--- config.mk ---
export PLATFORM = sky130hd
export DESIGN_NAME = bfis_ctrl
export DESIGN_NICKNAME = d
export VERILOG_FILES = /design/src/sv/bfis_pkg.sv /design/src/sv/bfis_ctrl.sv
export SDC_FILE = /design/constraint.sdc
export NUM_CORES = 1
export LEC_CHECK = 0
export ABC_AREA = 1
export BUFFER_PORTS_ARGS = -buffer_cell sky130_fd_sc_hd__buf_4
export CAP_MARGIN = 20
export CORE_AREA = 2 2 39 41
export DETAILED_ROUTE_END_ITERATION = 8
export DIE_AREA = 0 0 41 43
export SLEW_MARGIN = 20
export SYNTH_ARGS = -nofsm -noshare
export SYNTH_HDL_FRONTEND = slang
export SYNTH_SLANG_ARGS = --single-unit
--- constraint.sdc ---
create_clock -name clk_i -period 1.61 [get_ports clk_i]
set_clock_uncertainty 0.15 [all_clocks]
set_input_delay 0.322 -clock clk_i [delete_from_list [all_inputs] [get_ports clk_i]]
set_output_delay 0.322 -clock clk_i [all_outputs]
set_load 0.03 [all_outputs]
--- src/sv/bfis_pkg.sv ---
`default_nettype none
package bfis_pkg;

  localparam int unsigned PIXEL_W   = 16;
  localparam int unsigned FRAC_W    = 8;
  localparam int unsigned ROW_W     = 6;
  localparam int unsigned COL_W     = 6;
  localparam int unsigned SHIFT_W   = 14;
  localparam int unsigned DIM_W     = 7;
  localparam int unsigned CFG_IDX_W = 2;
  localparam int unsigned CFG_W     = 14;
  localparam int unsigned ADDR_W    = ROW_W + COL_W;
  localparam int unsigned DEPTH     = 1 << ADDR_W;
  localparam int unsigned MAX_DIM   = 1 << ROW_W;
  // neighbour coordinates: row plus floored shift plus one, signed
  localparam int unsigned COORD_W   = ROW_W + 2;
  localparam int unsigned WGT_W     = 2 * FRAC_W + 1;
  localparam int unsigned PROD_W    = PIXEL_W + WGT_W + 1;
  localparam int unsigned ACC_W     = PROD_W + 2;

  typedef enum logic {
    OP_LOAD  = 1'b0,
    OP_QUERY = 1'b1
  } op_e;

  typedef enum logic [CFG_IDX_W-1:0] {
    CFG_VERT   = 2'd0,
    CFG_HORIZ  = 2'd1,
    CFG_HEIGHT = 2'd2,
    CFG_WIDTH  = 2'd3
  } cfg_idx_e;

  typedef enum logic [1:0] {
    ST_IDLE,
    ST_READ,
    ST_DRAIN
  } state_e;

  typedef struct packed {
    logic [SHIFT_W-1:0] vert_shift;
    logic [SHIFT_W-1:0] horiz_shift;
    logic [DIM_W-1:0]   plane_height;
    logic [DIM_W-1:0]   plane_width;
  } cfg_t;

  typedef struct packed {
    logic       in_ready;
    logic       mem_wr;
    logic       item_load;
    logic       acc_clr;
    logic       rd_en;
    logic [1:0] rd_idx;
    logic       out_load;
  } cmd_t;

  typedef struct packed {
    logic in_valid;
    logic in_query;
    logic pipe_busy;
    logic out_free;
  } status_t;

endpackage
`default_nettype wire

--- src/sv/bfis_ctrl.sv ---
`default_nettype none
module bfis_ctrl (
  input  wire logic              clk_i,
  input  wire logic              rst_ni,
  input  wire bfis_pkg::status_t status_i,
  output bfis_pkg::cmd_t         cmd_o
);

  bfis_pkg::state_e state_q, state_d;
  logic [1:0]       idx_q, idx_d;

  always_comb begin
    state_d = state_q;
    idx_d   = idx_q;
    unique case (state_q)
      bfis_pkg::ST_IDLE: begin
        idx_d = 2'd0;
        if (status_i.in_valid && status_i.in_query) begin
          state_d = bfis_pkg::ST_READ;
        end
      end
      bfis_pkg::ST_READ: begin
        idx_d = idx_q + 2'd1;
        if (idx_q == 2'd3) begin
          state_d = bfis_pkg::ST_DRAIN;
        end
      end
      bfis_pkg::ST_DRAIN: begin
        if (!status_i.pipe_busy && status_i.out_free) begin
          state_d = bfis_pkg::ST_IDLE;
        end
      end
      default: state_d = bfis_pkg::ST_IDLE;
    endcase
  end

  always_comb begin
    cmd_o = '0;
    cmd_o.rd_idx = idx_q;
    unique case (state_q)
      bfis_pkg::ST_IDLE: begin
        cmd_o.in_ready  = 1'b1;
        cmd_o.item_load = status_i.in_valid;
        cmd_o.acc_clr   = status_i.in_valid && status_i.in_query;
        cmd_o.mem_wr    = status_i.in_valid && !status_i.in_query;
      end
      bfis_pkg::ST_READ: begin
        cmd_o.rd_en = 1'b1;
      end
      bfis_pkg::ST_DRAIN: begin
        cmd_o.out_load = !status_i.pipe_busy && status_i.out_free;
      end
      default: cmd_o = '0;
    endcase
  end

  always_ff @(posedge clk_i or negedge rst_ni) begin
    if (!rst_ni) begin
      state_q <= bfis_pkg::ST_IDLE;
      idx_q   <= 2'd0;
    end else begin
      state_q <= state_d;
      idx_q   <= idx_d;
    end
  end

endmodule
`default_nettype wire

==> results.sh, run 1 <==
export IMPL_dr_pass1_iters=2
export IMPL_tightest_slew_ns=0.161
export IMPL_reg2reg_from="idx_q[0]$_DFFE_PN0P_"
export IMPL_path_cells="nor2_4, nand2_2, nor2_2, buf_6"
export IMPL_synth_most_common_cell="nand2_1"
export IMPL_clk_pin_slew_ns=0.03
export IMPL_gp_congestion=0.768
export IMPL_rsz0062_at_grt="yes"
export IMPL_cts_htree_levels=1
export IMPL_async_flop_share_pct=100
export IMPL_fin_crit_sh_pct=98.7
export IMPL_ys_flop_type="dfrtp_1"
export IMPL_rows=14
export IMPL_final_max_slew_viol_count=0
export IMPL_yosysWarnings=0
export IMPL_p_per_area_nw_per_um2=1900
export IMPL_crit_type="reg2out"
export IMPL_ios=14
export IMPL_yosysUniqueCellTypes=12
export IMPL_cap_violations=0
export IMPL_reg2reg_slack_ns=0.57
export IMPL_peakVddDrop_v=0.000735
export IMPL_p_clk_share_pct=15.3
export IMPL_setup_viol=0
export IMPL_met2_usage_pct=9.69
export IMPL_drt_initial_drc_count=2
export IMPL_die_h_um=43
export IMPL_grt_pass1_vias=211
export IMPL_synth_cells=36
export IMPL_synth_edf_count=0
export IMPL_drc=0
export IMPL_fin_nets=62
export IMPL_area_growth_pct=71.9
export IMPL_hp_start="status_i[0]"
export IMPL_fin_tns_setup_ns=0
export IMPL_syn_nets=43
export IMPL_hold_class="in2reg"
export IMPL_core_area_um2=1380
export IMPL_cp_arrival_ns=1.12
export IMPL_fmax_mhz=629
export IMPL_grtUsageMet3_pct=1.57
export IMPL_dieArea_um2=1760
export IMPL_ys_top_cells_by_count="14 x nand2_1, 6 x inv_1, 4 x dfrtp_1, 3 x nor2_1, 2 x nor2_2"
export IMPL_yosysTopAreaCell="dfrtp_1"
export IMPL_netlist_area_um2=245
export IMPL_wl_um=540
export IMPL_worstPathRequired_ns=1.14
export IMPL_grt_pass1_wl_um=841
export IMPL_cts_tree="done"
export IMPL_numCtsBuffers=3
export IMPL_fin_ws_ns=0.0211
export IMPL_ant_nets=0
export IMPL_hold_path_end="state_q[1]$_DFFE_PN0P_"
export IMPL_crit_slowest_cell="dfrtp_2"
export IMPL_hold_depth=4
export IMPL_max_stage_delay_ns=0.46
export IMPL_vias=254
export IMPL_crit_fanout=8
export IMPL_cp_end_kind="output pin"
export IMPL_net_switching_power_uw=381
export IMPL_drt_wirelength_per_cell_um=7.83
export IMPL_grt_max_degree=9
export IMPL_comb_power_share_pct=59.4
export IMPL_dp_slack_ns=0.188
export IMPL_rr_worst_depth=3
export IMPL_busiest_layer="met4"
export IMPL_start_kind="flop"
export IMPL_yosys_top_cells_area="dfrtp_1 41%, nand2_1 21%, inv_1 9.2%"
export IMPL_die_w_um=41
export IMPL_initial_core_util_pct=17.7
export IMPL_status="complete, no violations"
export IMPL_r2r_end="idx_q[1]$_DFFE_PN0P_"
export IMPL_ys_ff_latch=4
export IMPL_gr_total_overflow=0
export IMPL_cts_sinks=4
export IMPL_max_slew_margin_pct=89.1
export IMPL_layout_min_cycle_time_ns=1.59
export IMPL_drive_gt1_share_pct=45.3
export IMPL_track_usage_pct=8.16
export IMPL_via_per_inst=3.68
export IMPL_grtUsageMet1_pct=8.44
export IMPL_power_leakage_uw=0.000243
export IMPL_seq_power_share_pct=25.3
export IMPL_internal_power_uw=421
export IMPL_clkLatencyLatePin_ns=0.23
export IMPL_synth_seq_area_share_pct=40.8
export IMPL_diodes=0
export IMPL_cts_buffer_depth=2
export IMPL_avgSynthCellArea_um2=6.81
export IMPL_synth_top_area_share_pct=40.8
export IMPL_antenna_found_initial=0
export IMPL_port_buffers=13
export IMPL_cts_root_buf="clkbuf_4"
export IMPL_p_sw_share_pct=47.5
export IMPL_hold_viol=0
export IMPL_final_util_pct=30.5
[sequential cells by signal, summed over array words and instances (netlist names)]
name     flops
state_q      2
idx_q        2
[layout make-up]
type                    instances  area, um^2
repair buffers                 15         126
fillers                       149         962
well taps                      16        20.0
clock buffers                   3        22.5
flip-flops and latches          4         103
inverters                       7        26.3
multi-input cells              24         124
[power by group through the flow]
stage | Sequential, uW | Clock [uW] | Combinational [uW]
2_1_floorplan | 177 | 0 | 306
6_report | 203 | 123 | 476
5_1_grt | 210 | 145 | 519
3_5_place_dp | 200 | 0 | 433
4_1_cts | 205 | 130 | 471
3_3_place_gp | 198 | 0 | 437
[how the worst max path moves through the flow]
stage                                 from       end  depth (start not counted)
floorplan           state_q[1]$_DFFE_PN0P_  cmd_o[6]                          4
global placement    state_q[0]$_DFFE_PN0P_  cmd_o[6]                          4
detailed placement  state_q[0]$_DFFE_PN0P_  cmd_o[6]                          4
CTS                 state_q[0]$_DFFE_PN0P_  cmd_o[6]                          4
global route        state_q[1]$_DFFE_PN0P_  cmd_o[4]                          4
finish              state_q[1]$_DFFE_PN0P_  cmd_o[6]                          4
[cells by family (layout without fill, tap and decap cells)]
| kind of cell | after synthesis | after routing | share of synthesized area, % |
|---|---|---|---|
| AOI/OAI and AO/OA | 2 | 2 | 5.10 |
| adders and majority gates | 1 | 1 | 5.10 |
| buffers and inverters | 8 | 25 | 12.8 |
| DFF | 4 | 4 | 40.8 |
| and+or+nand+nor | 21 | 21 | 36.2 |
[layout by cell type (no fill, tap or decap), drive strengths merged]
master	synthesis	routed
dlygate4sd3	0	1
inv	7	7
ha	1	1
dfrtp	4	4
clkbuf	0	3
a21oi	1	1
buf	1	14
nor2	5	5
nand3b	1	1
nand2	14	14
nand3	1	1
a21boi	1	1
[stage by stage]
stage	std cells	hold WS [ns]	power (uW)	instance area [um^2]
finish	69	0.220	802	422
global route	69	0.217	873	422
CTS	69	0.215	805	412
detailed placement	64	-0.0285	633	360
global placement	64	-0.0293	635	360
floorplan	36	-0.124	483	248
[worst max-delay path: cells and delay by family (launching register included)]
| family | cells | cell delay [ns] |
|---|---|---|
| flip-flops | 1 | 0.46 |
| AND/OR/NAND/NOR | 3 | 0.30 |
| buffers and inverters | 1 | 0.13 |
[timing repair]
action | CTS | global route
hold buffers | 1 | 0
resized for setup | 4 | 3
hold endpoints to repair | 4 | 0
setup buffers | 1 | 0
pin swaps | 0 | 1
setup endpoints to repair | 3 | 3
[routing by layer]
layer  wire, um  vias to the layer above
met4         27                        0
met1        233                      102
met5          0                        -
li1           -                      139
met2        230                       11
met3         49                        2
Power figures use the tool's default switching activity.
==> run 2, diff against run 1 <==
CTS_BUF_LIST = sky130_fd_sc_hd__clkbuf_8   (was unset)
==> run 2 against run 1 <==
Worst hold slack gained 0.018 ns. Flip-flop and latch count unchanged. Total power up 9.8%. Register-to-register slack hardly changed. Combinational power shrank 2%. Design area rose by 3.6%. Critical path depth unchanged. Largest power group unchanged. Highest routed layer unchanged.
==> results.sh, run 2 (synthesis results as in run 1) <==
export IMPL_port_buffers=13
export IMPL_tightest_slew_ns=0.177
export IMPL_final_max_slew_viol_count=0
export IMPL_fin_cells=69
export IMPL_cts_htree_levels=1
export IMPL_drc=0
export IMPL_peakVddDrop_v=0.000927
export IMPL_mostFrequentLayoutCells="13 x nand2_1, 12 x buf_4, 6 x inv_1"
export IMPL_track_usage_pct=8.46
export IMPL_grt_pass1_vias=212
export IMPL_clkLatencyLatePin_ns=0.22
export IMPL_fmax_mhz=635
export IMPL_critPathLaunch="state_q[1]$_DFFE_PN0P_"
export IMPL_cts_buffer_depth=2
export IMPL_grt_pass1_wl_um=855
export IMPL_dieArea_um2=1760
export IMPL_numCtsBuffers=3
export IMPL_status="complete, no violations"
export IMPL_ant_nets=0
export IMPL_hold_viol=0
export IMPL_cts_tree="done"
export IMPL_drive_gt1_share_pct=45.3
export IMPL_wl_um=549
export IMPL_worstPathRequired_ns=1.14
export IMPL_total_power_uw=881
export IMPL_die_w_um=41
export IMPL_antenna_found_initial=0
export IMPL_gr_total_overflow=0
export IMPL_final_common_cell="nand2_1"
export IMPL_cts_sinks=4
export IMPL_fin_nets=62
export IMPL_power_leakage_uw=0.000250
export IMPL_core_area_um2=1380
export IMPL_rows=14
export IMPL_reg2reg_from="idx_q[0]$_DFFE_PN0P_"
export IMPL_setup_viol=0
export IMPL_ios=14
export IMPL_drt_initial_drc_count=1
export IMPL_placed_cells=64
export IMPL_drt_wirelength_per_cell_um=7.96
export IMPL_p_per_area_nw_per_um2=2020
export IMPL_hold_class="in2reg"
export IMPL_crit_fanout=8
export IMPL_layout_min_cycle_time_ns=1.58
export IMPL_area_growth_pct=78.1
export IMPL_via_per_inst=3.61
export IMPL_vias=249
export IMPL_initial_core_util_pct=17.7
export IMPL_dr_pass1_iters=2
export IMPL_clk_pin_slew_ns=0.03
export IMPL_crit_type="reg2out"
export IMPL_start_kind="flop"
export IMPL_fin_crit_sh_pct=97.8
export IMPL_grt_max_degree=9
export IMPL_cp_end_kind="output pin"
export IMPL_final_util_pct=31.6
export IMPL_rsz0062_at_grt="yes"
export IMPL_fin_tns_setup_ns=0
export IMPL_gp_congestion=0.768
export IMPL_cp_arrival_ns=1.10
export IMPL_hp_start="status_i[0]"
export IMPL_die_h_um=43
export IMPL_cap_violations=0
export IMPL_diodes=0
export IMPL_top_regs="idx_q (2), state_q (2)"
export IMPL_max_slew_margin_pct=88.2
export IMPL_cts_root_buf="clkbuf_8"
-- run 2: worst max-delay path, stage by stage, from the launching register on --
cell	delay (ns)
dfrtp_2	0.46
nor2_4	0.15
nand2_2	0.06
nor2_2	0.09
buf_6	0.13
-- run 2: layer usage --
layer | part of all wire (%) | vias up | track usage [%] | wire, um
met5 | 0 | - | 0 | 0
met4 | 4.9 | 0 | 14.0 | 27
li1 | - | 139 | - | -
met3 | 9.1 | 2 | 3.14 | 50
met1 | 44 | 97 | 8.44 | 244
met2 | 41 | 11 | 9.69 | 227
-- run 2: stage by stage --
stage	area [um^2]	hold WS (ns)	worst slack, ns
after floorplan	248	-0.124	-0.0883
after global placement	360	-0.0293	0.212
after detailed placement	360	-0.0285	0.188
after CTS	419	0.238	0.00490
after global routing	437	0.244	-0.0153
final	437	0.238	0.0350
-- run 2: worst paths after layout --
check / end / slack (ns) / cells past startpoint
setup / recovery: cmd_o[6] / 0.03 / 4
hold / removal: state_q[1]$_DFFE_PN0P_ / 0.24 / 4
setup reg to reg: idx_q[1]$_DFFE_PN0P_ / 0.57 / 3
hold reg to reg: idx_q[1]$_DFFE_PN0P_ / 0.35 / 2
max in group asynchronous: state_q[1]$_DFFE_PN0P_ / 0.91 / 2
min in group asynchronous: idx_q[1]$_DFFE_PN0P_ / 0.29 / 2
-- run 2: power by group --
| part | internal, uW | switching, uW | leakage, uW |
|---|---|---|---|
| combinational | 185 | 281 | 0.000180 |
| sequential | 147 | 60.5 | 0.0000483 |
| clock | 159 | 48.2 | 0.0000216 |
| total | 491 | 390 | 0.000250 |
-- run 2: area by class of cell --
class / count / area, um^2
tap: 16 / 20.0
sequential: 4 / 103
fill: 145 / 947
inverter: 7 / 26.3
multi-input combinational: 24 / 124
clock buffer: 3 / 41.3
timing repair buffer: 15 / 123
-- run 2: what timing repair did --
item | in CTS | in global routing
hold buffers | 1 | 0
hold endpoints to repair | 4 | 0
pin swaps | 0 | 1
setup endpoints to repair | 3 | 3
buffers inserted | 0 | 1
gates resized for setup | 3 | 3
